`src/rtl/svpi_pkg.sv`:
```
// shared types for the segment versus vertical panel crossing test
`timescale 1ns / 1ps

package svpi_pkg;

    // per-request status carried alongside the height datapath
    typedef struct packed {
        logic degenerate;
        logic n_ok;
        logic m_ok;
    } svpi_flags_t;

endpackage

```
`src/rtl/svpi_decide.sv`:
```
// height bound check and output register
`timescale 1ns / 1ps

module svpi_decide
    import svpi_pkg::*;
#(
    parameter int COORD_WIDTH = 32
)
(
    input  logic                            clk,
    input  logic                            rst_n,
    input  logic                            up_valid,
    output logic                            up_ready,
    input  logic signed [3*COORD_WIDTH+5:0] q,
    input  logic signed [3*COORD_WIDTH+5:0] hc,
    input  svpi_flags_t                     flags,
    output logic                            dn_valid,
    input  logic                            dn_ready,
    output logic                            hit,
    output logic                            degenerate
);

    localparam int QW = 3 * COORD_WIDTH + 6;

    logic                 v7_reg, v7_next, en7;
    logic signed [QW-1:0] hc_minus_q, q_minus_hc;
    logic                 q_ok;
    logic                 hit_next;
    logic                 hit_reg, deg_reg;

    assign en7      = !v7_reg || dn_ready;
    assign up_ready = en7;
    assign v7_next  = en7 ? up_valid : v7_reg;

    assign hc_minus_q = hc - q;
    assign q_minus_hc = q - hc;

    // positive divisor: 0 <= q <= hc, negative divisor: hc <= q <= 0
    always_comb
    begin
        if (hc[QW-1])
        begin
            q_ok = (q[QW-1] || (q == '0)) && !q_minus_hc[QW-1];
        end
        else
        begin
            q_ok = !q[QW-1] && !hc_minus_q[QW-1];
        end
    end

    assign hit_next = !flags.degenerate && flags.n_ok && flags.m_ok && q_ok;

    always_ff @(posedge clk or negedge rst_n)
    begin
        if (!rst_n)
        begin
            v7_reg <= 1'b0;
        end
        else
        begin
            v7_reg <= v7_next;
        end
    end

    always_ff @(posedge clk)
    begin
        if (en7)
        begin
            hit_reg <= hit_next;
            deg_reg <= flags.degenerate;
        end
    end

    assign dn_valid   = v7_reg;
    assign hit        = hit_reg;
    assign degenerate = deg_reg;

endmodule

```
`config.mk`:
```
export PLATFORM = sky130hd
export DESIGN_NAME = svpi_decide
export DESIGN_NICKNAME = d
export VERILOG_FILES = /design/src/rtl/svpi_pkg.sv /design/src/rtl/svpi_decide.sv
export SDC_FILE = /design/constraint.sdc
export NUM_CORES = 1
export LEC_CHECK = 0
export ABC_AREA = 1
export BUFFER_PORTS_ARGS = -buffer_cell sky130_fd_sc_hd__buf_4
export CAP_MARGIN = 20
export CELL_PAD_IN_SITES_DETAIL_PLACEMENT = 1
export CELL_PAD_IN_SITES_GLOBAL_PLACEMENT = 1
export CORE_AREA = 4 4 140 142
export CTS_CLUSTER_SIZE = 16
export DETAILED_ROUTE_END_ITERATION = 12
export DIE_AREA = 0 0 144 146
export PLACE_DENSITY = 0.89
export SLEW_MARGIN = 20
export SYNTH_ARGS = -nofsm -noshare
export SYNTH_HDL_FRONTEND = slang
export SYNTH_SLANG_ARGS = --single-unit
```
`constraint.sdc`:
```
create_clock -name clk -period 0.8 [get_ports clk]
set_input_delay 0.16 -clock clk [delete_from_list [all_inputs] [get_ports clk]]
set_output_delay 0.16 -clock clk [all_outputs]
set_load 0.02 [all_outputs]
```
## Word level (Yosys, flattened, before mapping)

Cells that the tools add are included.

| storage, ports and cells | value |
|---|---|
| flip-flop bits (word level) | 3 |
| bits of input ports | 211 |
| output and inout port bits | 4 |
| word-level logic and storage cells | 19 |

| operators by class | value |
|---|---|
| add/sub/neg operators | 2 |
| muxes and demuxes | 1 |
| reductions and logical operators | 13 |

Operator list:

| cell | count |
|---|---|
| $sub 102x102->102 | 2 |
| $logic_not 102->1 | 1 |
| $logic_and 1x1->1 | 5 |
| $logic_not 1->1 | 5 |
| $logic_or 1x1->1 | 2 |
| $mux 1 | 1 |

## Longest topological paths before layout

| logic depth | value |
|---|---|
| depth after elaboration | 5 |
| depth in mapped cells | 18 |
| depth with buffers taken out | 18 |

## Worst setup path before layout

OpenSTA, ideal clock, no wires.

| path | value |
|---|---|
| path kind | input to register |
| start | input port q[100] |
| end | register hit_reg, in the netlist hit (data pin) |
| setup time | 0.252 ns |
| data arrival time | 1.423 ns |
| required time | 0.548 ns |
| slack | -0.874 ns |
| cell stages on the path | 15 |
| buffers on the path | 0 |
| cells stage by stage | inv_1 > ha_1 > nand2_2 > nor2_4 > nand4_4 > nor2_4 > inv_2 > nor2_4 > nand2_1 > clkinv_1 > nand2_1 > nand4_1 > nand2_1 > nor2_1 > nor2_1 |

| on the way | value |
|---|---|
| cells in the longest elaborated chain, start to end | 5 |
| elaborated cells on any way between the ends | 10 |
| classes of those cells | add/sub (2); mux (1); reduce/logical (7) |

RTL lines:

| what | RTL line | RTL |
|---|---|---|
| from (decl) | svpi_decide.sv:14 | `input logic signed [3*COORD_WIDTH+5:0] q,` |
| $sub 102x102->102, or another cell as far along | svpi_decide.sv:35 | `assign hc_minus_q = hc - q;` |
| $logic_not 1->1, or another cell as far along | svpi_decide.sv:47 | `q_ok = !q[QW-1] && !hc_minus_q[QW-1];` |
| $logic_and 1x1->1 (on tied branches) | svpi_decide.sv:47, svpi_decide.sv:43 |  |
| $mux 1 (*) | svpi_decide.sv:41 | `if (hc[QW-1])` |
| $logic_and 1x1->1 (*) | svpi_decide.sv:51 | `assign hit_next = !flags.degenerate && flags.n_ok && flags.m_ok && q_ok;` |
| net hit_next | svpi_decide.sv:28 | `logic hit_next;` |
| to (signal assigned) | svpi_decide.sv:69 | `hit_reg <= hit_next;` |
| to (decl) | svpi_decide.sv:29 | `logic hit_reg, deg_reg;` |

The timed path passes the listed nets; every way through them passes the cells marked *.
A chain may end at the register's enable or synchronous reset.

## Worst setup path after layout

| path | value |
|---|---|
| start | input port q[83] |
| end | register hit_reg, in the netlist hit (data pin) |

Same word-level chain as after synthesis.

==> run_results.csv <==
group,metric,value,unit
status,status,"finished, violations left",
status,violations,"negative setup slack",
cts,cts_buffers,3,
floorplan,initial_core_util,30.4,%
detailed_routing,via_count,7186,
timing,slew-limit-headroom,77.7,%
cts,htree_levels,1,
place,dp_cells,1491,
power_and_ir_drop,p_leak,5.64,nW
setup_path,startpoint,"q[83]",
cts,clkLatencyLatePin,230,ps
power_and_ir_drop,ir_drop,0.000418,V
setup_path,cp_max_fo,3,
detailed_routing,viasPerCell,4.76,
timing,setup_viol,8,
setup_path,arrival,1680,ps
cts,clock_sinks,3,
logic_synthesis,synth.distinct_cells,25,
cells_and_area,drive_above_1_share,45.7,%
setup_path,cp_slowest_cell,"ha_1",
global_routing,grt_overflow,0,
power_and_ir_drop,power.density,598,mW/mm²
floorplan,die_w,144,µm
cells_and_area,multi_input_area,0.00562,mm²
detailed_routing,finalWirelength,26400,µm
logic_synthesis,synth-async-reset-ratio,33.3,%
min_path,hp-class,"primary input to flop",
global_routing,grt_max_degree,5,
timing,period_needed,1690,ps
setup_path,crit_chain,"buf_4, inv_1, ha_1, nand2_2, inv_2, nand3_4, nor2_4, nand3_4, nor2_4, nand2_2, clkinv_2, nand2_2, nand4_1, nand2_1, nor2_1, nor2_1",
global_routing,grt.total_usage,24.3,%
cts,clk_pin_slew,30,ps
timing,fin_ws,-892,ps
setup_path,reg2reg_from,"dn_valid$_DFFE_PN0P_",
place,dp_hpwl,20200,µm
cts,cts_tree,"done",
logic_synthesis,ys_seq_elements,3,
cells_and_area,finalNetCount,1688,
setup_path,max_stage_delay,310,ps
global_routing,antenna_found_initial,0,
timing,maxSlewViolCount,0,
setup_path,start_kind,"primary input",
cells_and_area,fin_util,53.8,%
cells_and_area,finalNonFillerCells,1510,
timing,setup_tns,-1820,ps
floorplan,num_rows,50,
timing,rsz0062_at_grt,"true",
global_routing,grt_pass1_vias,8444,
logic_synthesis,synth_area,0.00560,mm²
detailed_routing,drtIter0Drc,102,
setup_path,worstPathRequired,790,ps
setup_path,path_common_cell,"nand2_2",
floorplan,core,0.0185,mm²
detailed_routing,ant_nets,0,
timing,timing_worst_slew_pin_value,332,ps
floorplan,chipHeight,146,µm
logic_synthesis,postSynthCellCount,910,
detailed_routing,drc_errors,0,
detailed_routing,drtPass1Iterations,6,
setup_path,end_kind,"flop",
logic_synthesis,synth_nets,1321,
timing,maxClockFrequency,591,MHz
logic_synthesis,avgSynthCellArea,6.16,µm²
flow_run,maxCapViolations,0,
cells_and_area,area_growth,77.2,%
timing,min_period_over_period,212,%
detailed_routing,wl_per_cell,17.5,µm
place,place.gp.congestion,0.825,
global_routing,grt_pass1_wl,41100,µm
timing,hold_viol_final,0,
cts,cts_buffer_depth,2,
logic_synthesis,ys.flop_type,"edfxtp_1",
cells_and_area,ff_latch_area,86.3,µm²
timing,finClkSkew,4.38,ps
floorplan,dieArea,0.0210,mm²
floorplan,ios,215,
cells_and_area,n_fill_cell,2336,
logic_synthesis,yosys_warnings,0,
min_path,hold_start,"up_valid",
setup_path,crit_type,"primary input to flop",
cells_and_area,n_antenna_cell,0,
place,port_buffers,214,
logic_synthesis,synth-edff-count,2,
logic_synthesis,ys_seq_area_share,1.52,%
cts,root_buffer,"clkbuf_16",
## cells in the mapped netlist, types with 2 or more instances
cell type  instances  area [µm²]
a21o_1            10        75.1
a21oi_1           77         385
clkinv_1           2        7.51
edfxtp_1           2        60.1
ha_1             200        2500
inv_1            255         957
inv_2              7        26.3
nand2_1          220         826
nand2_2            3        18.8
nand3_1           10        50.1
nand3_4            2        35.0
nand4_1           23         144
nor2_1            62         233
nor2_2             7        43.8
nor2_4             4        45.0
nor4_1             4        25.0
o21a_1             2        15.0
o21ai_0           12        60.1
o21bai_1           2        15.0
## worst max-delay path: cells and delay by family
family,cells,cell delay [ps]
and+or+nand+nor,11,930
adders and majority gates,1,310
buffers and inverters,4,290
## cell families after synthesis
family | synth area share [%]
compound gates | 9.82
fa+ha+maj | 44.7
buf+inv | 17.7
flops | 1.52
simple gates | 26.3
## final timing paths
path,to,slack [ps],cells after the start
setup / recovery,hit$_DFFE_PP_,-890,16
hold / removal,dn_valid$_DFFE_PN0P_,150,3
setup reg to reg,degenerate$_DFFE_PP_,-130,2
hold reg to reg,hit$_DFFE_PP_,760,2
max in group asynchronous,dn_valid$_DFFE_PN0P_,420,2
min in group asynchronous,dn_valid$_DFFE_PN0P_,280,2
## area by class of cell
| class | instances | share of cell area, % |
|---|---|---|
| Tap cell | 234 | 2.95 |
| Inverter | 264 | 10.4 |
| Timing Repair Buffer | 362 | 28.3 |
| Sequential cell | 3 | 0.870 |
| Multi-Input combinational cell | 643 | 56.6 |
| Clock buffer | 4 | 0.794 |
## through the flow
step / power (mW) / setup WS [ps] / instance area [µm²] / hold WS, ps
2_1_floorplan: 1.98 / -841 / 5770 / -136
3_3_place_gp: 3.86 / -1160 / 8670 / -53.7
4_1_cts: 5.72 / -846 / 9840 / 138
3_5_place_dp: 4.12 / -1250 / 8670 / -56.0
6_report: 5.93 / -892 / 9930 / 150
5_1_grt: 6.46 / -1030 / 9930 / 153
## metal layers
layer	wire length, µm	up-vias	track usage, %
met5	0	-	0
met4	1090	0	9.46
met3	1460	77	4.27
met2	14800	216	49.9
met1	8960	3405	22.9
li1	-	3488	-
## cells in the final DEF (no fill, tap or decap), types with 5 or more instances in the layout
cell / synthesis / final
a21o_1: 10 / 10
a21oi_1: 77 / 55
a21oi_2: 0 / 21
buf_4: 0 / 338
buf_6: 0 / 22
ha_1: 200 / 131
ha_2: 0 / 6
ha_4: 0 / 63
inv_1: 255 / 204
inv_2: 7 / 42
inv_4: 0 / 15
nand2_1: 220 / 182
nand2_2: 3 / 35
nand2_4: 0 / 6
nand3_1: 10 / 6
nand3_2: 1 / 5
nand4_1: 23 / 23
nor2_1: 62 / 56
nor2_2: 7 / 7
nor2_4: 4 / 10
o21ai_0: 12 / 9
## what timing repair did
item,CTS,global route
setup buffers,13,1
pin swaps,90,21
gates resized for setup,203,24
hold buffers,1,0
gates cloned,0,0
hold endpoints to repair,1,0
endpoints found under the setup margin,7,8
## where the power goes
| part | internal [mW] | switching (mW) | total [mW] |
|---|---|---|---|
| Sequential | 0.180 | 0.00895 | 0.189 |
| Combinational | 2.51 | 2.42 | 4.92 |
| Clock | 0.660 | 0.161 | 0.821 |
(Power assumes the default switching activity.)
