--- config.mk ---
export PLATFORM = sky130hd
export DESIGN_NAME = svpi_cross_norm
export DESIGN_NICKNAME = d
export VERILOG_FILES = /design/src/rtl/svpi_pkg.sv /design/src/rtl/svpi_cross_norm.sv
export SDC_FILE = /design/constraint.sdc
export NUM_CORES = 1
export LEC_CHECK = 0
export ABC_AREA = 1
export BUFFER_PORTS_ARGS = -buffer_cell sky130_fd_sc_hd__buf_2
export CAP_MARGIN = 25
export CORE_AREA = 4 4 312 314
export CTS_BUF_LIST = sky130_fd_sc_hd__clkbuf_8
export CTS_CLUSTER_DIAMETER = 40
export CTS_CLUSTER_SIZE = 24
export DETAILED_ROUTE_END_ITERATION = 12
export DIE_AREA = 0 0 316 318
export PLACE_DENSITY = 0.74
export SLEW_MARGIN = 20
export SYNTH_ARGS = -nofsm -noshare
export SYNTH_HDL_FRONTEND = slang
export SYNTH_SLANG_ARGS = --single-unit
--- constraint.sdc ---
create_clock -name clk -period 12.7 [get_ports clk]
set_input_delay 1.27 -clock clk [delete_from_list [all_inputs] [get_ports clk]]
set_output_delay 1.27 -clock clk [all_outputs]
set_load 0.005 [all_outputs]
--- src/rtl/svpi_pkg.sv ---
// shared types for the segment versus vertical panel crossing test
`timescale 1ns / 1ps

package svpi_pkg;

    // per-request status carried alongside the height datapath
    typedef struct packed {
        logic degenerate;
        logic n_ok;
        logic m_ok;
    } svpi_flags_t;

endpackage

--- src/rtl/svpi_cross_norm.sv ---
// cross-product sums and divisor sign normalization (two stages)
`timescale 1ns / 1ps

module svpi_cross_norm
    import svpi_pkg::*;
#(
    parameter int COORD_WIDTH = 32
)
(
    input  logic                            clk,
    input  logic                            rst_n,
    input  logic                            up_valid,
    output logic                            up_ready,
    input  logic signed [2*COORD_WIDTH+1:0] p_lyex,
    input  logic signed [2*COORD_WIDTH+1:0] p_lxey,
    input  logic signed [2*COORD_WIDTH+1:0] p_dxey,
    input  logic signed [2*COORD_WIDTH+1:0] p_dyex,
    input  logic signed [2*COORD_WIDTH+1:0] p_dxly,
    input  logic signed [2*COORD_WIDTH+1:0] p_dylx,
    input  logic signed [COORD_WIDTH:0]     h_prev,
    input  logic signed [COORD_WIDTH:0]     lz_prev,
    input  logic signed [COORD_WIDTH:0]     dz_prev,
    output logic                            dn_valid,
    input  logic                            dn_ready,
    output logic signed [2*COORD_WIDTH+2:0] n,
    output logic signed [2*COORD_WIDTH+2:0] c,
    output logic signed [2*COORD_WIDTH+2:0] m,
    output logic signed [COORD_WIDTH:0]     h,
    output logic signed [COORD_WIDTH:0]     lz,
    output logic signed [COORD_WIDTH:0]     dz,
    output logic                            degenerate
);

    localparam int DW = COORD_WIDTH + 1;
    localparam int CW = 2 * COORD_WIDTH + 3;

    logic v3_reg, v3_next, v4_reg, v4_next;
    logic en3, en4;

    logic signed [CW-1:0] n3_next, c3_next, m3_next;
    logic signed [CW-1:0] n3_reg, c3_reg, m3_reg;
    logic signed [DW-1:0] h3_reg, lz3_reg, dz3_reg;

    logic                 flip;
    logic signed [CW-1:0] n4_next, c4_next, m4_next;
    logic                 deg4_next;
    logic signed [CW-1:0] n4_reg, c4_reg, m4_reg;
    logic signed [DW-1:0] h4_reg, lz4_reg, dz4_reg;
    logic                 deg4_reg;

    assign en4      = !v4_reg || dn_ready;
    assign en3      = !v3_reg || en4;
    assign up_ready = en3;
    assign v3_next  = en3 ? up_valid : v3_reg;
    assign v4_next  = en4 ? v3_reg : v4_reg;

    // n: plane crossing numerator, c: divisor, m: edge fraction numerator
    assign n3_next = CW'(p_dxey) - CW'(p_dyex);
    assign c3_next = CW'(p_lyex) - CW'(p_lxey);
    assign m3_next = CW'(p_dxly) - CW'(p_dylx);

    // make the divisor positive
    assign flip      = c3_reg[CW-1];
    assign c4_next   = flip ? -c3_reg : c3_reg;
    assign n4_next   = flip ? -n3_reg : n3_reg;
    assign m4_next   = flip ? -m3_reg : m3_reg;
    assign deg4_next = (h3_reg == '0) || (c3_reg == '0);

    always_ff @(posedge clk or negedge rst_n)
    begin
        if (!rst_n)
        begin
            v3_reg <= 1'b0;
            v4_reg <= 1'b0;
        end
        else
        begin
            v3_reg <= v3_next;
            v4_reg <= v4_next;
        end
    end

    always_ff @(posedge clk)
    begin
        if (en3)
        begin
            n3_reg  <= n3_next;
            c3_reg  <= c3_next;
            m3_reg  <= m3_next;
            h3_reg  <= h_prev;
            lz3_reg <= lz_prev;
            dz3_reg <= dz_prev;
        end
        if (en4)
        begin
            n4_reg   <= n4_next;
            c4_reg   <= c4_next;
            m4_reg   <= m4_next;
            h4_reg   <= h3_reg;
            lz4_reg  <= lz3_reg;
            dz4_reg  <= dz3_reg;
            deg4_reg <= deg4_next;
        end
    end

    assign dn_valid   = v4_reg;
    assign n          = n4_reg;
    assign c          = c4_reg;
    assign m          = m4_reg;
    assign h          = h4_reg;
    assign lz         = lz4_reg;
    assign dz         = dz4_reg;
    assign degenerate = deg4_reg;

endmodule

Yosys cells after proc, flatten, opt, wreduce, memory -nomap -nowiden
Cells that the tools add are included.

Output and inout port bits: 303. Word-level logic and storage cells: 32. Register bits: 603. Input bits: 499.

Reduce and logical (&&, ||, !) cells: 7. $add $sub $neg: 6. Mux-type cells: 3.

Operators by type and width (count): negation 67 bit (3); subtractor 66 x 66 -> 67 bit (3); two-way mux 67 bit (2); zero test 67 bit (1); two-way mux 66 bit (1); zero test 33 bit (1); logical OR 1 bit (3); zero test 1 bit (2).

Longest topological paths before layout
Gate-level depths: netlist (run 1).

Depth in word-level cells: 3. Mapped depth: 16. Depth with buffers taken out: 16.

Worst setup path before layout (run 1)
No wires, ideal clock.

Path type: input -> register. Start: input dn_ready. End: register c3_reg[0], enable pin. Library setup time: 3.019 ns. Stages on the path: 2. Path buffers: 0. Required time: 9.681 ns. Arrival time: 8.028 ns. Path slack: 1.653 ns. Cell sequence: inv_1 nand3_1.

Cells in the longest elaborated chain, start to end: 2.

Ends and longest elaborated chain: from (decl) (line svpi_cross_norm.sv:24) `input logic dn_ready,`; logical OR 1 bit (line svpi_cross_norm.sv:51) `assign en4 = !v4_reg || dn_ready;`; logical OR 1 bit (line svpi_cross_norm.sv:52) `assign en3 = !v3_reg || en4;`; via up_ready (line svpi_cross_norm.sv:13) `output logic up_ready,`; to (signal assigned) (line svpi_cross_norm.sv:88) `c3_reg <= c3_next;`; to (decl) (line svpi_cross_norm.sv:41) `logic signed [CW-1:0] n3_reg, c3_reg, m3_reg;`.

The timed path passes the listed nets, and every way through them passes these cells. A chain may end at the register's enable or synchronous reset.

Worst setup path after layout (run 1)
Start: input dn_ready. End: output up_ready.

Cells in the longest elaborated chain, start to end: 2.

Ends and longest elaborated chain (line): logical OR 1 bit (svpi_cross_norm.sv:51); logical OR 1 bit (svpi_cross_norm.sv:52); to (decl) (svpi_cross_norm.sv:13).

Every way passes these cells.

==> results of run 1 <==
==> final cells by class <==
cell class,count,area (um2)
Antenna cell,4,10.0
Clock buffer,85,1170
Clock inverter,72,791
Fill cell,9382,43800
Inverter,1175,4410
Multi-Input combinational cell,4071,20600
Sequential cell,603,18100
Tap cell,1265,1580
Timing Repair Buffer,810,4120
==> routing by layer <==
layer | vias up | part of all wire, % | track usage [%]
met5 | - | 0.019 | 0
met4 | 4 | 5.3 | 15.3
met3 | 328 | 6.5 | 4.15
met2 | 1663 | 49 | 58.9
met1 | 19000 | 39 | 39.0
li1 | 20300 | - | -
==> kinds of logic (layout without fill, tap and decap cells) <==
kind of cell	count (synthesis)	in the layout
DFF	603	603
adders and majority gates	204	204
buffers and inverters	1204	2142
other	0	4
AOI/OAI and AO/OA	508	508
and+or+nand+nor	3074	3074
xor gates and xnor gates	285	285
==> how the worst max path moves through the flow <==
stage	cells after the start	slack, ns	end
after CTS	4	8.64	up_ready
after detailed placement	4	8.63	up_ready
after floorplan	2	1.65	c3_reg[0]$_DFFE_PP_
after global placement	4	8.69	up_ready
after global routing	5	8.81	up_ready
final	5	8.87	up_ready
==> report_power, final <==
part	leakage [nW]	total [mW]	switching, mW	internal [mW]
registers	6.12	3.01	0.330	2.68
clock network	0.991	1.71	0.902	0.808
logic	18.3	1.91	1.29	0.621
==> stage by stage <==
stage / total power, mW / cells / setup WS, ns
2_1_floorplan: 3.98 / 5878 / 1.65
4_1_cts: 6.65 / 8080 / 8.64
6_report: 6.63 / 8085 / 8.87
5_1_grt: 6.97 / 8084 / 8.81
3_3_place_gp: 4.93 / 7922 / 8.69
3_5_place_dp: 4.94 / 7923 / 8.63
==> cell usage in the layout (no fill, tap or decap), drive strengths merged, types with 3 or more instances in the layout <==
cell type and count:
nand2 1874, inv 1207, buf 810, nor2 739, edfxtp 601, nand3 274
xor2 271, a21oi 259, o21ai 204, ha 201, clkbuf 85, nand4 73
nor3 71, nor4 30, clkinv 29, o21bai 24, xnor2 14, a21o 6
clkinvlp 6, o31ai 6, nand3b 5, bufinv 5, diode 4, and2 3
o21a 3, fa 3
==> impl_results.md, run 1 <==
- Status: finished, final reports clean
- Placed cell area: 0.0488 mm2
- VDD IR-drop max: 76.9 uV
- Largest net degree at the start of global routing: 164
- Distinct cell type count after synthesis: 51
- Sequential area share after synthesis: 41.9%
- Die area: 0.100 mm2
- Final WL: 171 mm
- CP max FO: 34
- Clock buffer count from CTS: 84
- Share of the synthesized area in the top cell type: 41.8%
- I/O pins: 802
- Hold_ws: 0.355 ns
- Post-synthesis simple-gate area fraction: 29.5%
- Fmax: 0.261 GHz
- GPL Wtd Cong: 1.02
- Startpoint Class: input pin
- Area share of fa/ha/maj cells after synthesis: 5.96%
- Setup Buffers After CTS: 0
- RR Endpoint: n[43]$_DFFE_PP_
- Post-synth net total: 6581
- Row count: 113
- Clock root cell: clkbuf_8
- Vias/cell: 5.11
- Tcrit/Tclk final: 30.2%
- Worst Tran Pin Value: 1.05 ns
- Worst skew pair latency: 0.73 ns
- EDFF count, synth: 601
- Synth Register Bits: 603
- GRT Total Usage: 32.9%
- CP peak stage delay: 0.45 ns
- Bufs and invs on worst path: 4
- Fin util: 53.7%
- Complex-gate fraction of the synthesized area: 6.33%
- Cells after Synth: 5878
- CP endpoint kind: output pin
- Synthesized area: 0.0432 mm2
- Starting density of the core: 45.7%
- Setup TNS: 0 ns
- GR Overflow Total: 0
- Pre-antenna DRT Iters: 6
- Power per cell area: 131 mW/mm2
- Tightest Hold Check Type: input pin to async pin
- Cell taking the most area after synthesis: edfxtp_1
- Largest family of logic cells by synthesized area: simple AND/OR/NAND/NOR gates
- Detailed router's first-iteration violation count: 3606
- Crit-path most repeated cell: buf_2
- Vias in the first global route: 39800
- Htree depth: 3
- RSZ-0062 raised after global routing: false
- CP max-delay cell: nand3_4
- Core Area: 0.0946 mm2
- First-pass GRT wire length: 246 mm
- Ys flop type: edfxtp_1
- DIE WIDTH: 316 um
- Final setup viols: 0
- Tmin final: 3.83 ns
- Number of max-cap violations: 0
- Crit path DAT: 2.56 ns
- IO Port Bufs: 801
- CTS tree: yes
- Post-route cell area: 0.0508 mm2
- Worst-path cell chain: buf_2 -> inv_1 -> nand3_4 -> buf_12 -> buf_2
- Leak: 25.4 nW
- Antenna violations before repair: 9
- Top cells by count, synth: nand2_1, inv_1, nor2_1
- Max-slew headroom: 30.3%
- Post-route ant nets: 0
- Most common cell in the netlist: nand2_1
- Clk pin slew, worst setup/hold paths: 0.08 ns
- R2R depth: 6
- Crit-path leading delay family: buffers and inverters
- Max Slew Vio Count: 0
- Required time of the critical path: 11.43 ns
- Nets@finish: 7448
- Avg Cell Area, Syn: 7.35 um2
- Hpwl dp: 146 mm
- Clk_skew: 0.0524 ns
- Post-Synth XOR/XNOR Area: 5.80%
- Ys async rst share: 0.332%
- R2R Path Start: c3_reg[66]$_DFFE_PP_
- Post-CTS resize count: 0
- DRC: 0
- YS warnings: 0
- Setup crit start: dn_ready
- # hold bufs at CTS: 0
- Layout cells sized above 1: 16.1%
- Die Y: 318 um
- Synth area leaders: edfxtp_1, nand2_1, inv_1
- Critical path type: input pin to output pin
- Mux contribution to synthesized area: 0%
- Area delta synth->final: 17.5%
- Clock buffer depth: 3
- Final Hold Viols: 0
- R2R setup slack: 9.98 ns
- Via count: 41300
- Routed length per placed instance: 21.2 um
- Clk sinks: 603
Power figures use the tool's default switching activity.
==> run 2: changes to the inputs <==
--- a/config.mk
+++ b/config.mk
@@ -5,16 +5,16 @@
 export SDC_FILE = /design/constraint.sdc
 export NUM_CORES = 1
 export LEC_CHECK = 0
-export ABC_AREA = 1
+export ABC_AREA = 0
 export BUFFER_PORTS_ARGS = -buffer_cell sky130_fd_sc_hd__buf_2
 export CAP_MARGIN = 25
-export CORE_AREA = 4 4 312 314
+export CORE_AREA = 4 4 309 311
 export CTS_BUF_LIST = sky130_fd_sc_hd__clkbuf_8
 export CTS_CLUSTER_DIAMETER = 40
 export CTS_CLUSTER_SIZE = 24
 export DETAILED_ROUTE_END_ITERATION = 12
-export DIE_AREA = 0 0 316 318
-export PLACE_DENSITY = 0.74
+export DIE_AREA = 0 0 313 315
+export PLACE_DENSITY = 0.67
 export SLEW_MARGIN = 20
 export SYNTH_ARGS = -nofsm -noshare
 export SYNTH_HDL_FRONTEND = slang
==> constraint.sdc (replaced) <==
create_clock -name clk -period 3.1 [get_ports clk]
set_input_delay 0.31 -clock clk [delete_from_list [all_inputs] [get_ports clk]]
set_output_delay 0.31 -clock clk [all_outputs]
set_load 0.005 [all_outputs]
==> run 2 against run 1 <==
  * The run now ends with negative setup slack left
  * Clock skew down 0.0079 ns
  * First-iteration DRC count down 37%
  * Synthesized cell count down 45%
  * Flip-flop and latch count unchanged
  * Final cell count down 25%
  * Clock power rose to 5.0 times the previous value
  * Synthesized area down 19%
  * Critical path type is now register to register
  * Highest routed layer unchanged
==> impl_results.md, run 2 <==
- GR Overflow Total: 0 (unchanged)
- Synth Register Bits: 603 (unchanged)
- DRC: 0 (unchanged)
- Clock root cell: clkbuf_8
- Tot Pwr: 28.6 mW (+330%)
- Power per cell area: 574 mW/mm2 (+340%)
- Final setup viols: 70 (+70)
- Ys async rst share: 0.332% (unchanged)
- Routed length per placed instance: 20.5 um (-3.3%)
- Post-route cell area: 0.0498 mm2 (-2.0%)
- Cell taking the most area after synthesis: edfxtp_1
- Final WL: 125 mm (-27%)
- Startpoint Class: register
- Avg Cell Area, Syn: 10.8 um2 (+47%)
- Synth area leaders: edfxtp_1, xnor2_1, ha_1
- Post-Layout Cell Count: 6102 (-25%)
- GPL Wtd Cong: 0.956 (-6.5%)
- Core Area: 0.0928 mm2 (-1.9%)
- Die area: 0.0986 mm2 (-1.9%)
- VDD IR-drop max: 349 uV (+350%)
- Max-slew headroom: 51.4% (+21 points)
- Antenna violations before repair: 16 (+7)
- CP max FO: 2 (-94%)
- Clk sinks: 603 (unchanged)
- RR Endpoint: m[60]$_DFFE_PP_
- Via count: 31300 (-24%)
- Number of max-cap violations: 0 (unchanged)
- DIE WIDTH: 313 um (-0.95%)
- Setup slack at placement: -0.937 ns (-9.57 ns)
- Tightest Hold Check Type: input pin to register
- Ys flop type: edfxtp_1
- Hold_ws: 0.106 ns (-0.250 ns)
- EDFF count, synth: 601 (unchanged)
- Crit-path most repeated cell: or3_4
- FF+latch area: 0.0181 mm2 (unchanged)
- Clock buffer depth: 3 (unchanged)
- Setup TNS: -17.72 ns (-17.72 ns)
- Post-synth net total: 3922 (-40%)
- Failing checks: negative setup slack
- Detailed router's first-iteration violation count: 2255 (-37%)
- Sequential area share after synthesis: 51.9% (+10 points)
- Vias/cell: 5.12 (+0.27%)
- Area of the multi-input gates: 0.0166 mm2 (-20%)
- Top cells by count, synth: edfxtp_1, xnor2_1, inv_1
- Commonest non-fill, non-tap cells in the layout: buf_2, edfxtp_1, buf_4
- R2R setup slack: -0.84 ns (-10.82 ns)
- Fillers: 8206 (-13%)
- Status: complete, but fails checks
- YS warnings: 0 (unchanged)
- Critical path type: register to register
- CP endpoint kind: register
- Placed cell area: 0.0449 mm2 (-7.9%)
- Worst-path cell chain: or3_4 -> or3b_1 -> or3_4 -> or3b_4 -> or3_4 -> or4_4 -> or4_4 -> or2_4 -> o31ai_4 -> xnor2_1
- RSZ-0062 raised after global routing: true
- Setup ws final: -0.845 ns (-9.71 ns)
- Die Y: 315 um (-0.94%)
- Most common cell in the netlist: edfxtp_1
- CP max-delay cell: or4_4
- Leading cell type in the layout, fill and taps excluded: buf_2
- GRT Total Usage: 24.3% (-8.6 points)
- Required time of the critical path: 3.61 ns (-7.82 ns)
- Post-route ant nets: 0 (unchanged)
- Layout cells sized above 1: 37.0% (+21 points)
- Worst Tran Pin Value: 0.730 ns (-0.316 ns)
- Tmin final: 3.94 ns
- Crit path DAT: 4.45 ns (+1.89 ns)
- R2R Path Start: m3_reg[8]$_DFFE_PP_
- Worst Hold Depth: 2
- CTS tree: yes
- Area delta synth->final: 42.8%
- Clk_skew: 0.0445 ns (-0.00792 ns)
- Critical Path End: m[60]$_DFFE_PP_
- I/O pins: 802 (unchanged)
- Htree depth: 3 (unchanged)
- Cells after Synth: 3219 (-45%)
- Tcrit/Tclk final: 127%
- Leak: 21.4 nW (-16%)
- R2R depth: 10 (+4)
- Share of the synthesized area in the top cell type: 51.8% (+10 points)
- Clock buffer count from CTS: 105 (+25%)
- Clk pin slew, worst setup/hold paths: 0.08 ns (about the same)
- Fin util: 53.6% (about the same)
- Largest net degree at the start of global routing: 110 (-33%)
- Setup crit start: m3_reg[8]$_DFFE_PP_
- IO Port Bufs: 801 (unchanged)
- Hpwl dp: 100 mm (-32%)
- Synthesized area: 0.0349 mm2 (-19%)
- First-pass GRT wire length: 185 mm (-25%)
- Max Slew Vio Count: 0 (unchanged)
- Distinct cell type count after synthesis: 71 (+39%)
- Worst skew pair latency: 0.77 ns (+0.04 ns)
- Placed cells: 5751 (-27%)
- Pre-antenna DRT Iters: 5 (-1)
- Row count: 112 (-0.88%)
- Nets@finish: 5449 (-27%)
- Starting density of the core: 37.6% (-8.1 points)
- Final Hold Viols: 0 (unchanged)
- Vias in the first global route: 31800 (-20%)
- Fmax: 0.254 GHz
- CP peak stage delay: 0.43 ns (-0.02 ns)
run 2: cell types whose count changed in the layout (fill, tap and decap cells not counted), sizes merged, moves of 53 or more:
| cell | change |
|---|---|
| a21o | +81 |
| buf | +608 |
| dlygate4sd3 | +110 |
| inv | -902 |
| nand2 | -1624 |
| nand3 | -229 |
| nor2 | -597 |
| o31ai | +60 |
| or3 | +53 |
| xnor2 | +285 |
| xor2 | -189 |
run 2: how the worst min path moves through the flow:
stage	to	start
after floorplan	dn_valid$_DFFE_PN0P_	rst_n
after global placement	v3_reg$_DFFE_PN0P_	rst_n
after detailed placement	v3_reg$_DFFE_PN0P_	rst_n
after CTS	n3_reg[66]$_DFFE_PP_	p_dxey[65]
after global routing	m3_reg[48]$_DFFE_PP_	p_dxly[48]
final	h[18]$_DFFE_PP_	dn_ready
run 2: cells by family after synthesis:
| family | count (synthesis) | share of synthesized area [%] |
|---|---|---|
| adder cells (fa/ha/maj) | 204 | 7.39 |
| multiplexers | 1 | 0.0287 |
| buffers and inverters | 379 | 4.09 |
| flip-flops | 603 | 51.9 |
| XOR/XNOR | 381 | 9.57 |
| AO/OA/AOI/OAI | 847 | 15.4 |
| AND/OR/NAND/NOR | 804 | 11.6 |
run 2: where the power goes:
group | total [mW] | switching [mW] | internal, mW
Combinational | 8.04 | 4.23 | 3.82
Sequential | 12.0 | 0.940 | 11.1
Clock | 8.49 | 4.01 | 4.48
run 2: area by class of cell:
| type | count | share of cell area [%] |
|---|---|---|
| Antenna cell | 9 | 0.0453 |
| Multi-Input combinational cell | 2237 | 33.3 |
| Timing Repair Buffer | 1528 | 20.1 |
| Sequential cell | 603 | 36.4 |
| Inverter | 271 | 2.04 |
| Tap cell | 1254 | 3.15 |
| Clock inverter | 91 | 2.03 |
| Clock buffer | 109 | 3.01 |
run 2: what timing repair did:
action                                  CTS  global route
setup buffers                            15            22
gates resized for setup                 104            92
endpoints found under the hold margin   109             0
pin swaps                                40            49
endpoints found under the setup margin   77            97
hold buffers                            110             0
run 2: routing by layer:
| metal | vias to the layer above | part of all wire, % | track usage (%) |
|---|---|---|---|
| li1 | 15000 | - | - |
| met1 | 14800 | 40 | 29.8 |
| met2 | 1220 | 49 | 42.5 |
| met3 | 267 | 6.5 | 4.55 |
| met4 | 6 | 4.0 | 9.43 |
| met5 | - | 0.031 | 0 |
run 2: critical path: cells and delay by family (launching register included):
kind | cells | cell delay (ns)
AOI/OAI and AO/OA | 1 | 0.19
xor gates and xnor gates | 1 | 0.10
DFF | 1 | 0.38
and+or+nand+nor | 8 | 3.05
